<file path="config.mk">
export PLATFORM = sky130hd
export DESIGN_NAME = dual_pedal_sensor_plausibility
export DESIGN_NICKNAME = d
export VERILOG_FILES = /design/src/hdl/dpsp_pkg.sv /design/src/hdl/dpsp_lane.sv /design/src/hdl/dpsp_div.sv /design/src/hdl/dpsp_merge.sv /design/src/hdl/dual_pedal_sensor_plausibility.sv
export SDC_FILE = /design/constraint.sdc
export NUM_CORES = 1
export LEC_CHECK = 0
export ABC_AREA = 1
export BUFFER_PORTS_ARGS = -buffer_cell sky130_fd_sc_hd__buf_2
export CAP_MARGIN = 20
export CORE_ASPECT_RATIO = 1.1
export CORE_MARGIN = 3
export CORE_UTILIZATION = 25
export CTS_BUF_LIST = sky130_fd_sc_hd__clkbuf_8 sky130_fd_sc_hd__clkbuf_16
export DETAILED_ROUTE_END_ITERATION = 10
export PLACE_DENSITY_LB_ADDON = 0.3
export SLEW_MARGIN = 30
export SYNTH_ARGS = -nofsm -noshare
export SYNTH_HDL_FRONTEND = slang
export SYNTH_HIERARCHICAL = 1
export SYNTH_SLANG_ARGS = --single-unit
export TNS_END_PERCENT = 5
</file>
<file path="constraint.sdc">
create_clock -name clk -period 4.5 [get_ports clk]
set_input_delay 0.225 -clock clk [delete_from_list [all_inputs] [get_ports clk]]
set_output_delay 0.225 -clock clk [all_outputs]
set_load 0.02 [all_outputs]
</file>
<file path="src/hdl/dpsp_pkg.sv">
// dpsp_pkg: shared widths, codes and item types of the pedal sensor plausibility block
// used by every module of the block; depends on nothing
`timescale 1ns / 1ps

package dpsp_pkg;

    // moving-average window, a power of two so the average is a shift
    localparam int WIN_LOG2 = 3;
    localparam int WINDOW   = 2 ** WIN_LOG2;

    localparam int SAMPLE_W = 10;
    localparam int LIMIT_W  = 10;
    localparam int MARGIN_W = 8;
    localparam int TRIM_W   = 8;
    localparam int DELTA_W  = 10;
    localparam int CFG_W    = 10;
    localparam int CFG_IDX_W = 3;
    localparam int SUM_W    = SAMPLE_W + WIN_LOG2;
    localparam int SLOT_W   = WIN_LOG2;

    // percent scaling
    localparam int PCT_FULL = 100;
    localparam int PCT_W    = 7;
    localparam int SPAN_W   = 11;
    localparam int NUM_W    = 17;
    localparam int STEP_W   = $clog2(PCT_W);

    typedef enum logic [CFG_IDX_W-1:0] {
        CFG_PRI_LOW   = 3'd0,
        CFG_PRI_HIGH  = 3'd1,
        CFG_SEC_LOW   = 3'd2,
        CFG_SEC_HIGH  = 3'd3,
        CFG_MARGIN    = 3'd4,
        CFG_TRIM      = 3'd5,
        CFG_DELTA_MAX = 3'd6,
        CFG_DELTA_MIN = 3'd7
    } cfg_index_t;

    typedef enum logic [1:0] {
        ST_IDLE,
        ST_LANE,
        ST_DIV,
        ST_HOLD
    } state_t;

    typedef struct packed {
        logic [SAMPLE_W-1:0] primary_sample;
        logic [SAMPLE_W-1:0] secondary_sample;
    } sample_t;

    typedef struct packed {
        logic [PCT_W-1:0]    pedal_percent;
        logic [SAMPLE_W-1:0] primary_average;
        logic                primary_below;
        logic                primary_above;
        logic                secondary_below;
        logic                secondary_above;
        logic                delta_fault;
    } result_t;

    typedef struct packed {
        logic [LIMIT_W-1:0]  primary_low_limit;
        logic [LIMIT_W-1:0]  primary_high_limit;
        logic [LIMIT_W-1:0]  secondary_low_limit;
        logic [LIMIT_W-1:0]  secondary_high_limit;
        logic [MARGIN_W-1:0] range_margin;
        logic [TRIM_W-1:0]   scale_trim;
        logic [DELTA_W-1:0]  delta_max;
        logic [DELTA_W-1:0]  delta_min;
    } cfg_t;

    // what one sensor lane reports to the merge stage
    typedef struct packed {
        logic [SAMPLE_W-1:0] average;
        logic                below;
        logic                above;
    } lane_res_t;

    typedef struct packed {
        logic busy;
        logic done;
    } div_stat_t;

endpackage

</file>
<file path="src/hdl/dpsp_lane.sv">
// dpsp_lane: one sensor lane, sample window, running sum, average and range flags
// depends on dpsp_pkg
`timescale 1ns / 1ps

module dpsp_lane
    import dpsp_pkg::*;
(
    input  logic                clk,
    input  logic                rst_n,
    input  logic                load,
    input  logic [SLOT_W-1:0]   slot,
    input  logic [SAMPLE_W-1:0] sample,
    input  logic [LIMIT_W-1:0]  low_limit,
    input  logic [LIMIT_W-1:0]  high_limit,
    input  logic [MARGIN_W-1:0] margin,
    output lane_res_t           res
);

    logic [SAMPLE_W-1:0] window_reg [WINDOW];
    logic [SUM_W-1:0]    sum_reg;
    logic [SUM_W-1:0]    sum_next;
    logic [SAMPLE_W-1:0] avg_reg;
    logic [LIMIT_W:0]    avg_plus_margin;
    logic [LIMIT_W:0]    high_plus_margin;
    logic                below;

    // oldest sample leaves the sum as the new one enters
    assign sum_next = sum_reg - SUM_W'(window_reg[slot]) + SUM_W'(sample);

    always_ff @(posedge clk or negedge rst_n)
    begin
        if (!rst_n)
        begin
            sum_reg <= '0;
            avg_reg <= '0;
            for (int i = 0; i < WINDOW; i++)
            begin
                window_reg[i] <= '0;
            end
        end
        else if (load)
        begin
            sum_reg          <= sum_next;
            avg_reg          <= sum_next[SUM_W-1:WIN_LOG2];
            window_reg[slot] <= sample;
        end
    end

    // limit minus margin compared as avg plus margin, so no wrap below zero
    assign avg_plus_margin  = {1'b0, avg_reg} + (LIMIT_W+1)'(margin);
    assign high_plus_margin = {1'b0, high_limit} + (LIMIT_W+1)'(margin);
    assign below            = avg_plus_margin < {1'b0, low_limit};

    assign res.average = avg_reg;
    assign res.below   = below;
    assign res.above   = !below && ({1'b0, avg_reg} > high_plus_margin);

endmodule

</file>
<file path="src/hdl/dpsp_div.sv">
// dpsp_div: restoring divider for the percent quotient, one quotient bit per cycle
// depends on dpsp_pkg
`timescale 1ns / 1ps

module dpsp_div
    import dpsp_pkg::*;
(
    input  logic              clk,
    input  logic              rst_n,
    input  logic              start,
    input  logic [NUM_W-1:0]  num,
    input  logic [SPAN_W-1:0] span,
    output logic [PCT_W-1:0]  quotient,
    output div_stat_t         stat
);

    logic [NUM_W-1:0]  rem_reg;
    logic [SPAN_W-1:0] span_reg;
    logic [PCT_W-1:0]  q_reg;
    logic [STEP_W-1:0] step_reg;
    logic              busy_reg;
    logic              done_reg;
    logic [NUM_W-1:0]  shifted;
    logic              fits;

    // quotient stays below 2**PCT_W, so span shifted by the top step fits NUM_W
    assign shifted = NUM_W'(span_reg) << step_reg;
    assign fits    = rem_reg >= shifted;

    always_ff @(posedge clk or negedge rst_n)
    begin
        if (!rst_n)
        begin
            busy_reg <= 1'b0;
            done_reg <= 1'b0;
        end
        else
        begin
            done_reg <= 1'b0;
            if (start)
            begin
                busy_reg <= 1'b1;
            end
            else if (busy_reg && (step_reg == '0))
            begin
                busy_reg <= 1'b0;
                done_reg <= 1'b1;
            end
        end
    end

    always_ff @(posedge clk)
    begin
        if (start)
        begin
            rem_reg  <= num;
            span_reg <= span;
            q_reg    <= '0;
            step_reg <= STEP_W'(PCT_W - 1);
        end
        else if (busy_reg)
        begin
            if (fits)
            begin
                rem_reg <= rem_reg - shifted;
            end
            q_reg[step_reg] <= fits;
            step_reg        <= step_reg - STEP_W'(1);
        end
    end

    assign quotient  = q_reg;
    assign stat.busy = busy_reg;
    assign stat.done = done_reg;

endmodule

</file>
<file path="src/hdl/dpsp_merge.sv">
// dpsp_merge: combines both lanes into one result item, delta check and percent select
// depends on dpsp_pkg
`timescale 1ns / 1ps

module dpsp_merge
    import dpsp_pkg::*;
(
    input  lane_res_t         pri,
    input  lane_res_t         sec,
    input  cfg_t              cfg,
    input  logic [PCT_W-1:0]  quotient,
    output logic [NUM_W-1:0]  num,
    output logic [SPAN_W-1:0] span,
    output result_t           result
);

    logic [SPAN_W:0]     span_wide;
    logic [SPAN_W-1:0]   offset;
    logic [SAMPLE_W-1:0] delta;
    logic                pct_high;
    logic                pct_low;

    // span and numerator only matter when low <= avg <= high
    assign span_wide = (SPAN_W+1)'(cfg.primary_high_limit)
                     + (SPAN_W+1)'({cfg.scale_trim, 1'b0})
                     - (SPAN_W+1)'(cfg.primary_low_limit);
    assign span      = span_wide[SPAN_W-1:0];
    assign offset    = SPAN_W'(pri.average) - SPAN_W'(cfg.primary_low_limit)
                     + SPAN_W'(cfg.scale_trim);
    assign num       = NUM_W'(offset) * NUM_W'(PCT_FULL);

    assign pct_high = pri.average > cfg.primary_high_limit;
    assign pct_low  = pri.average < cfg.primary_low_limit;

    assign delta = (pri.average >= sec.average) ? (pri.average - sec.average)
                                                : (sec.average - pri.average);

    always_comb
    begin
        priority if (pct_high)
        begin
            result.pedal_percent = PCT_W'(PCT_FULL);
        end
        else if (pct_low || (span == '0))
        begin
            result.pedal_percent = '0;
        end
        else
        begin
            result.pedal_percent = quotient;
        end
        result.primary_average = pri.average;
        result.primary_below   = pri.below;
        result.primary_above   = pri.above;
        result.secondary_below = sec.below;
        result.secondary_above = sec.above;
        result.delta_fault     = (delta < cfg.delta_min) || (delta > cfg.delta_max);
    end

endmodule

</file>
<file path="src/hdl/dual_pedal_sensor_plausibility.sv">
// dual_pedal_sensor_plausibility: top level, config registers, control and output register
// depends on dpsp_pkg, dpsp_lane, dpsp_div and dpsp_merge
`timescale 1ns / 1ps

// usage
//   sample channel: sample_valid / sample_stall with one item holding a primary and
//     a secondary pedal reading; an item is taken when valid is high and stall low
//   result channel: result_valid / result_stall with one item per sample: percent,
//     primary average, range flags of both sensors and the delta fault
//   config port: cfg_we, cfg_index, cfg_data write one limit register per edge;
//     write only while no item is in flight
//   pacing: one item at a time, the next sample is taken once the last result has
//     entered the output register; the 7-step percent divider makes one quotient
//     bit per cycle
//   stall: a waiting result sits in the output register, so the next sample is
//     taken meanwhile; only a second finished result waits until the first leaves
//   reset: windows, sums and the write slot clear to zero, limits load defaults;
//     the first WINDOW-1 averages are pulled toward zero during warm-up
module dual_pedal_sensor_plausibility
    import dpsp_pkg::*;
(
    input  logic                 clk,
    input  logic                 rst_n,
    input  logic                 sample_valid,
    output logic                 sample_stall,
    input  sample_t              sample,
    output logic                 result_valid,
    input  logic                 result_stall,
    output result_t              result,
    input  logic                 cfg_we,
    input  logic [CFG_IDX_W-1:0] cfg_index,
    input  logic [CFG_W-1:0]     cfg_data
);

    cfg_t              cfg_reg;
    state_t            state_reg;
    state_t            state_next;
    logic [SLOT_W-1:0] slot_reg;
    logic              out_valid_reg;
    result_t           out_data_reg;

    logic              lane_load;
    logic              div_start;
    logic              out_load;
    logic              out_free;
    lane_res_t         pri_res;
    lane_res_t         sec_res;
    logic [PCT_W-1:0]  quotient;
    logic [NUM_W-1:0]  num;
    logic [SPAN_W-1:0] span;
    div_stat_t         div_stat;
    result_t           merged;

    // configuration registers, defaults at reset
    always_ff @(posedge clk or negedge rst_n)
    begin
        if (!rst_n)
        begin
            cfg_reg.primary_low_limit    <= LIMIT_W'(385);
            cfg_reg.primary_high_limit   <= LIMIT_W'(575);
            cfg_reg.secondary_low_limit  <= LIMIT_W'(405);
            cfg_reg.secondary_high_limit <= LIMIT_W'(600);
            cfg_reg.range_margin         <= MARGIN_W'(40);
            cfg_reg.scale_trim           <= TRIM_W'(3);
            cfg_reg.delta_max            <= DELTA_W'(30);
            cfg_reg.delta_min            <= DELTA_W'(0);
        end
        else if (cfg_we)
        begin
            unique case (cfg_index_t'(cfg_index))
                CFG_PRI_LOW:   cfg_reg.primary_low_limit    <= cfg_data;
                CFG_PRI_HIGH:  cfg_reg.primary_high_limit   <= cfg_data;
                CFG_SEC_LOW:   cfg_reg.secondary_low_limit  <= cfg_data;
                CFG_SEC_HIGH:  cfg_reg.secondary_high_limit <= cfg_data;
                CFG_MARGIN:    cfg_reg.range_margin         <= cfg_data[MARGIN_W-1:0];
                CFG_TRIM:      cfg_reg.scale_trim           <= cfg_data[TRIM_W-1:0];
                CFG_DELTA_MAX: cfg_reg.delta_max            <= cfg_data;
                CFG_DELTA_MIN: cfg_reg.delta_min            <= cfg_data;
            endcase
        end
    end

    // output register can take a new result when empty or being drained
    assign out_free = !out_valid_reg || !result_stall;

    always_comb
    begin
        state_next   = state_reg;
        sample_stall = 1'b1;
        lane_load    = 1'b0;
        div_start    = 1'b0;
        out_load     = 1'b0;
        unique case (state_reg)
            ST_IDLE:
            begin
                sample_stall = 1'b0;
                if (sample_valid)
                begin
                    lane_load  = 1'b1;
                    state_next = ST_LANE;
                end
            end
            ST_LANE:
            begin
                // lane averages are settled, kick off the percent divide
                div_start  = 1'b1;
                state_next = ST_DIV;
            end
            ST_DIV:
            begin
                if (div_stat.done)
                begin
                    if (out_free)
                    begin
                        out_load   = 1'b1;
                        state_next = ST_IDLE;
                    end
                    else
                    begin
                        state_next = ST_HOLD;
                    end
                end
            end
            ST_HOLD:
            begin
                // finished result waits for the output register to empty
                if (out_free)
                begin
                    out_load   = 1'b1;
                    state_next = ST_IDLE;
                end
            end
        endcase
    end

    always_ff @(posedge clk or negedge rst_n)
    begin
        if (!rst_n)
        begin
            state_reg     <= ST_IDLE;
            slot_reg      <= '0;
            out_valid_reg <= 1'b0;
        end
        else
        begin
            state_reg <= state_next;
            if (lane_load)
            begin
                // power-of-two window, slot wraps on its own
                slot_reg <= slot_reg + SLOT_W'(1);
            end
            if (out_load)
            begin
                out_valid_reg <= 1'b1;
            end
            else if (!result_stall)
            begin
                out_valid_reg <= 1'b0;
            end
        end
    end

    always_ff @(posedge clk)
    begin
        if (out_load)
        begin
            out_data_reg <= merged;
        end
    end

    // primary and secondary lanes run side by side on one item
    dpsp_lane u_lane_pri (
        .clk        (clk),
        .rst_n      (rst_n),
        .load       (lane_load),
        .slot       (slot_reg),
        .sample     (sample.primary_sample),
        .low_limit  (cfg_reg.primary_low_limit),
        .high_limit (cfg_reg.primary_high_limit),
        .margin     (cfg_reg.range_margin),
        .res        (pri_res)
    );

    dpsp_lane u_lane_sec (
        .clk        (clk),
        .rst_n      (rst_n),
        .load       (lane_load),
        .slot       (slot_reg),
        .sample     (sample.secondary_sample),
        .low_limit  (cfg_reg.secondary_low_limit),
        .high_limit (cfg_reg.secondary_high_limit),
        .margin     (cfg_reg.range_margin),
        .res        (sec_res)
    );

    dpsp_merge u_merge (
        .pri      (pri_res),
        .sec      (sec_res),
        .cfg      (cfg_reg),
        .quotient (quotient),
        .num      (num),
        .span     (span),
        .result   (merged)
    );

    dpsp_div u_div (
        .clk      (clk),
        .rst_n    (rst_n),
        .start    (div_start),
        .num      (num),
        .span     (span),
        .quotient (quotient),
        .stat     (div_stat)
    );

    assign result_valid = out_valid_reg;
    assign result       = out_data_reg;

endmodule

</file>
==> summary.md, run 1 <==
| Metric | Value |
|---|---|
| Status | `finished, final reports clean` |
| RSZ-0062 raised after global routing | `yes` |
| Post-route ant nets | `0` |
| Maximum clock frequency | `223 MHz` |
| Clock skew | `0.0255 ns` |
| Hpwl dp | `51000 µm` |
| Finished Layout Cells | `4561` |
| CP required | `4.81 ns` |
| Synthesized instance count | `3185` |
| Max transition margin | `0.414` |
| Die footprint | `101000 µm²` |
| Worst Path Buf+Inv | `5` |
| Global route overflow | `0` |
| Clock buffer depth | `3` |
| Share of cells above drive strength 1 | `0.118` |
| Overall Global Routing Usage | `0.137` |
| DR vias | `20000` |
| Largest net degree at the start of global routing | `114` |
| Grt met3 use | `0.0181` |
| Multi-input gate area | `13600 µm²` |
| Final Hold Fails | `0` |
| Worst path top cell family by delay | `adder cells` |
| Worst-path cell chain | `inv_2 > fa_1 > inv_2 > fa_2 > nand3_2 > nand3_4 > xor2_4 > ha_4 > ha_4 > inv_1 > fa_1 > inv_2 > ha_4 > buf_6 > nand2_4 > nor3_4 > a21oi_2 > nor2_1 > nor2_1 > xnor2_1 > nand2_1 > nand2_1` |
| Least-Margin Pin Slew | `0.877 ns` |
| Global-route wire length before repair | `110000 µm` |
| Initial Utilization | `0.253` |
| MaxCap Viol Count | `0` |
| Core Area | `95900 µm²` |
| Reg clk slew, reported paths | `0.06 ns` |
| Internal reg-to-reg setup slack | `0.007 ns` |
| H-tree levels | `2` |
| Final wirelength | `69000 µm` |
| Crit end category | `register` |
| Row count | `119` |
| # fillers | `10500` |
| Critical-path top delay cell | `dfstp_2` |
| CP Launch Point | `cfg_reg[21]` |
| Worst-Skew Late Latency | `0.57 ns` |
| Worst r2r src | `cfg_reg[21]` |
| CP peak stage delay | `0.54 ns` |
| Slew Viols, Final | `0` |
| # port buffers | `61` |
| Hold crit path type | `in -> reg` |
| Grt peak-use layer | `met2` |
| Critical path arrival | `4.80 ns` |
| Synthesized area | `24200 µm²` |
| Via density | `4.39` |
| Sequential cell area | `8490 µm²` |
| Routed len/inst | `15.1 µm` |
| Chip width | `303 µm` |
| Pre-Repair DR Iteration Count | `6` |
| Met2 GRT Util | `0.238` |
| Placed cells | `4466` |
| Initial DRC Count | `1212` |
| CP max FO | `4` |
| Worst hold margin | `0.0460 ns` |
| CTS tree | `built` |
| Minimum clock period | `4.49 ns` |
| Tcrit/Tclk final | `0.998` |
| Yosys warns | `6` |
| Initial antenna violation count | `2` |
| Clock root buffer | `clkbuf_16` |
| Syn avg cell area | `7.61 µm²` |
| Placer Congestion | `0.859` |
| CTS sink cnt | `330` |
| Layout area overhead | `14.9%` |
| WS Path Type | `reg -> reg` |
| GR Util met1 | `0.178` |
| Vias in the first global route | `19800` |
| Nets | `3581` |
| DIE HEIGHT | `333 µm` |
| CP Launch Type | `register` |
| IO Pins | `62` |
| CTS Buf Count | `40` |
| Final setup violation count | `0` |
| DRC Markers | `0` |
| Hold Startpoint | `sample[1]` |
==> worst paths after layout <==
kind                                             end  cells after the start
max reg2reg                        u_div/rem_reg[14]                     22
min reg2reg                              cfg_reg[50]                      2
max                                u_div/rem_reg[14]                     22
min in group asynchronous  u_lane_sec/window_reg[56]                      2
min                        u_lane_sec/window_reg[31]                      3
max in group asynchronous  u_lane_pri/window_reg[79]                      4
==> through the flow <==
stage                util  cell area, µm²  setup TNS [ns]  setup WS (ns)
floorplan               -           24300        -0.00600       -0.00600
global placement    0.271           26000          -0.728         -0.171
detailed placement  0.271           26000          -0.777         -0.161
CTS                 0.287           27500         -0.0270        -0.0186
global route        0.290           27800          -0.625         -0.142
finish              0.290           27900               0        0.00693
==> cells in the final DEF, fill, tap and decap left out, types with 22 or more instances in the layout <==
cell,count
nor2_1,191
edfxtp_1,50
o21ai_1,56
nand2_2,31
xnor2_1,32
ha_1,215
o21ai_0,220
xor2_1,37
buf_4,73
buf_2,60
a21oi_1,135
nand2_1,915
dfstp_2,27
nand4_1,22
dfrtp_1,242
nand3_1,146
inv_1,453
fa_1,49
clkbuf_16,41
==> worst reg2reg max path, stage by stage, from the launching register on <==
cell,delay (ns)
dfstp_2,0.54
inv_2,0.04
fa_1,0.54
inv_2,0.05
fa_2,0.37
nand3_2,0.10
nand3_4,0.13
xor2_4,0.27
ha_4,0.25
ha_4,0.26
inv_1,0.04
fa_1,0.49
inv_2,0.05
ha_4,0.29
buf_6,0.10
nand2_4,0.05
nor3_4,0.21
a21oi_2,0.08
nor2_1,0.10
nor2_1,0.06
xnor2_1,0.11
nand2_1,0.06
nand2_1,0.05
==> repair_timing <==
| item | in CTS | in global routing |
|---|---|---|
| gates resized for setup | 17 | 54 |
| hold buffers | 18 | 0 |
| endpoints found under the hold margin | 144 | 0 |
| setup buffers | 0 | 4 |
| endpoints found under the setup margin | 6 | 8 |
| pin swaps | 4 | 49 |
==> layout make-up <==
class                      instances  area share
antenna                            1   0.0000899
multi-input combinational       2258       0.488
clock buffer                      49      0.0408
inverter                         474      0.0640
timing repair buffer             157      0.0404
sequential                       330       0.305
clock inverter                    22     0.00431
tap                             1270      0.0571
==> routing by layer <==
layer	share of wire	vias to the layer above
met3	0.035	92
met4	0.025	0
li1	-	10300
met2	0.48	310
met1	0.46	9315
met5	0	-
Power of run 1 is left out: the tool's default activity adds up to more than one toggle a clock period on the data nets, which glitch-free logic cannot reach.
==> run 2, diff against run 1 <==
--- a/config.mk
+++ b/config.mk
@@ -14,6 +14,7 @@
 export CTS_BUF_LIST = sky130_fd_sc_hd__clkbuf_8 sky130_fd_sc_hd__clkbuf_16
 export DETAILED_ROUTE_END_ITERATION = 10
 export PLACE_DENSITY_LB_ADDON = 0.3
+export RECOVER_POWER = 25
 export SLEW_MARGIN = 30
 export SYNTH_ARGS = -nofsm -noshare
 export SYNTH_HDL_FRONTEND = slang
==> run 2 against run 1 <==
  * The run now ends with capacitance limit, slew limit left
  * Final area is 0.40% lower
  * Critical path type unchanged
  * Highest routed layer unchanged
  * Clock skew about the same
  * Clock-buffer cell count stayed put
  * Flip-flop and latch count unchanged
==> summary.md, run 2 (same netlist as run 1, synthesis figures left out) <==
| Metric | Value |
|---|---|
| DRC Markers | `0` |
| CP Launch Type | `register` |
| CP required | `4.81 ns` |
| Critical-path top delay cell | `fa_1` |
| Least-Margin Pin Slew | `2.48 ns` |
| CP max FO | `4` |
| Clock skew | `0.0254 ns` |
| CTS tree | `built` |
| Clock buffer depth | `3` |
| Share of cells above drive strength 1 | `0.111` |
| Failing checks | `capacitance limit, slew limit` |
| Final Hold Fails | `0` |
| # fillers | `10500` |
| MaxCap Viol Count | `3` |
| WS Path Type | `reg -> reg` |
| Worst-Skew Late Latency | `0.57 ns` |
| Met1 wire length | `31900 µm` |
| Worst hold margin | `0.0450 ns` |
| Worst path top cell family by delay | `adder cells` |
| Internal reg-to-reg setup slack | `0.01 ns` |
| Maximum clock frequency | `223 MHz` |
| Worst-path cell chain | `inv_2 > fa_1 > inv_2 > fa_2 > nand3_2 > nand3_4 > xor2_4 > ha_4 > ha_4 > inv_1 > fa_1 > inv_2 > ha_4 > buf_6 > nand2_4 > nor3_4 > a21oi_2 > nor2_1 > nor2_1 > xnor2_1 > nand2_1 > nand2_1` |
| Clock root buffer | `clkbuf_16` |
| Overall Global Routing Usage | `0.137` |
| RSZ-0062 raised after global routing | `yes` |
| Critical path arrival | `4.80 ns` |
| Worst slack, placed | `-0.161 ns` |
| Global route overflow | `0` |
| Worst r2r src | `cfg_reg[21]` |
| Max transition margin | `-0.654` |
| Routed len/inst | `15.1 µm` |
| Core Area | `95900 µm²` |
| Status | `complete, but fails checks` |
| Global-route wire length before repair | `110000 µm` |
| Cells on Worst Hold Path | `3` |
| # port buffers | `61` |
| Via density | `4.38` |
| Final wirelength | `69000 µm` |
| Most frequent cells in the layout | `nand2_1 (916), inv_1 (453), dfrtp_1 (242)` |
| Reg clk slew, reported paths | `0.06 ns` |
| CP peak stage delay | `0.54 ns` |
| Minimum clock period | `4.49 ns` |
| Post-route ant nets | `0` |
| Endpoint of the worst hold path | `u_lane_sec/window_reg[31]` |
| Placed cells | `4466` |
| CTS sink cnt | `330` |
| Worst Path Buf+Inv | `5` |
| Die footprint | `101000 µm²` |
| Hold crit path type | `in -> reg` |
| DIE HEIGHT | `333 µm` |
| R2R depth | `22` |
| Finished Layout Cells | `4561` |
| Largest net degree at the start of global routing | `114` |
| Commonest non-fill, non-tap cell in the layout | `nand2_1` |
| WL met2 | `33200 µm` |
| Nets | `3581` |
| IO Pins | `62` |
| Placer Congestion | `0.859` |
| DR vias | `20000` |
| Final setup violation count | `0` |
| Layout area overhead | `14.5%` |
| Row count | `119` |
| Slew Viols, Final | `210` |
| Met3 routed WL | `2150 µm` |
| Uppermost routed layer | `met4` |
| Initial DRC Count | `1253` |
| Initial Utilization | `0.253` |
| Hpwl dp | `51000 µm` |
| Total negative setup slack | `0 ns` |
| Chip width | `303 µm` |
| Initial antenna violation count | `2` |
| Vias in the first global route | `19800` |
| Pre-Repair DR Iteration Count | `7` |
| CTS Buf Count | `40` |
| Tcrit/Tclk final | `0.998` |
| Crit end category | `register` |
| Setup WS post-layout | `0.00967 ns` |
| H-tree levels | `2` |
| Critical R2R Capture | `u_div/rem_reg[14]` |
| Hold Startpoint | `sample[1]` |
run 2: cell types whose count changed in the layout (fill, tap and decap cells not counted), moves of 2 or more:
cell	delta
buf_2	-9
clkbuf_1	+21
buf_4	-11
clkbuf_2	+2
run 2: metrics by stage:
| step | cell area [µm²] | utilization |
|---|---|---|
| 2_1_floorplan | 24300 | - |
| 3_3_place_gp | 26000 | 0.271 |
| 3_5_place_dp | 26000 | 0.271 |
| 4_1_cts | 27500 | 0.287 |
| 5_1_grt | 27700 | 0.289 |
| 6_report | 27700 | 0.289 |
run 2: how the worst max path moves through the flow:
stage | start | end | slack (ns) | depth (start not counted)
floorplan | u_lane_pri/sum_reg[4] | u_div/rem_reg[14] | -0.006 | 23
global placement | cfg_reg[21] | u_div/rem_reg[14] | -0.17 | 22
detailed placement | cfg_reg[21] | u_div/rem_reg[14] | -0.16 | 23
CTS | cfg_reg[21] | u_div/rem_reg[14] | -0.02 | 22
global route | cfg_reg[21] | u_div/rem_reg[13] | -0.14 | 21
finish | cfg_reg[21] | u_div/rem_reg[14] | 0.01 | 22
run 2: timing repair:
item                                    4_1_cts  5_1_grt
hold buffers                                 18        0
endpoints found under the hold margin       144        0
setup buffers                                 0        4
endpoints found under the setup margin        6        8
gates resized for setup                      17       54
pin swaps                                     4       49
run 2: area by class of cell:
type,instances,area [µm²],share of cell area
well taps,1270,1590,0.0573
multi-input cells,2258,13600,0.490
inverters,474,1780,0.0642
diodes,1,2.50,0.0000902
clock buffers,49,1140,0.0410
repair buffers,157,1020,0.0369
clock inverters,22,120,0.00433
flip-flops and latches,330,8490,0.306
run 2: worst register-to-register path, cell delays in order, from the launching register on:
cell     delay [ns]
dfstp_2        0.53
inv_2          0.04
fa_1           0.54
inv_2          0.05
fa_2           0.37
nand3_2        0.10
nand3_4        0.13
xor2_4         0.27
ha_4           0.25
ha_4           0.26
inv_1          0.04
fa_1           0.49
inv_2          0.05
ha_4           0.29
buf_6          0.10
nand2_4        0.05
nor3_4         0.21
a21oi_2        0.08
nor2_1         0.10
nor2_1         0.06
xnor2_1        0.11
nand2_1        0.06
nand2_1        0.05
run 2: routing by layer:
metal / GRT usage / vias up
li1: - / 10300
met1: 0.178 / 9281
met2: 0.238 / 285
met3: 0.0181 / 89
met4: 0.0381 / 0
met5: 0 / -
Power of run 2 is left out for the same reason.
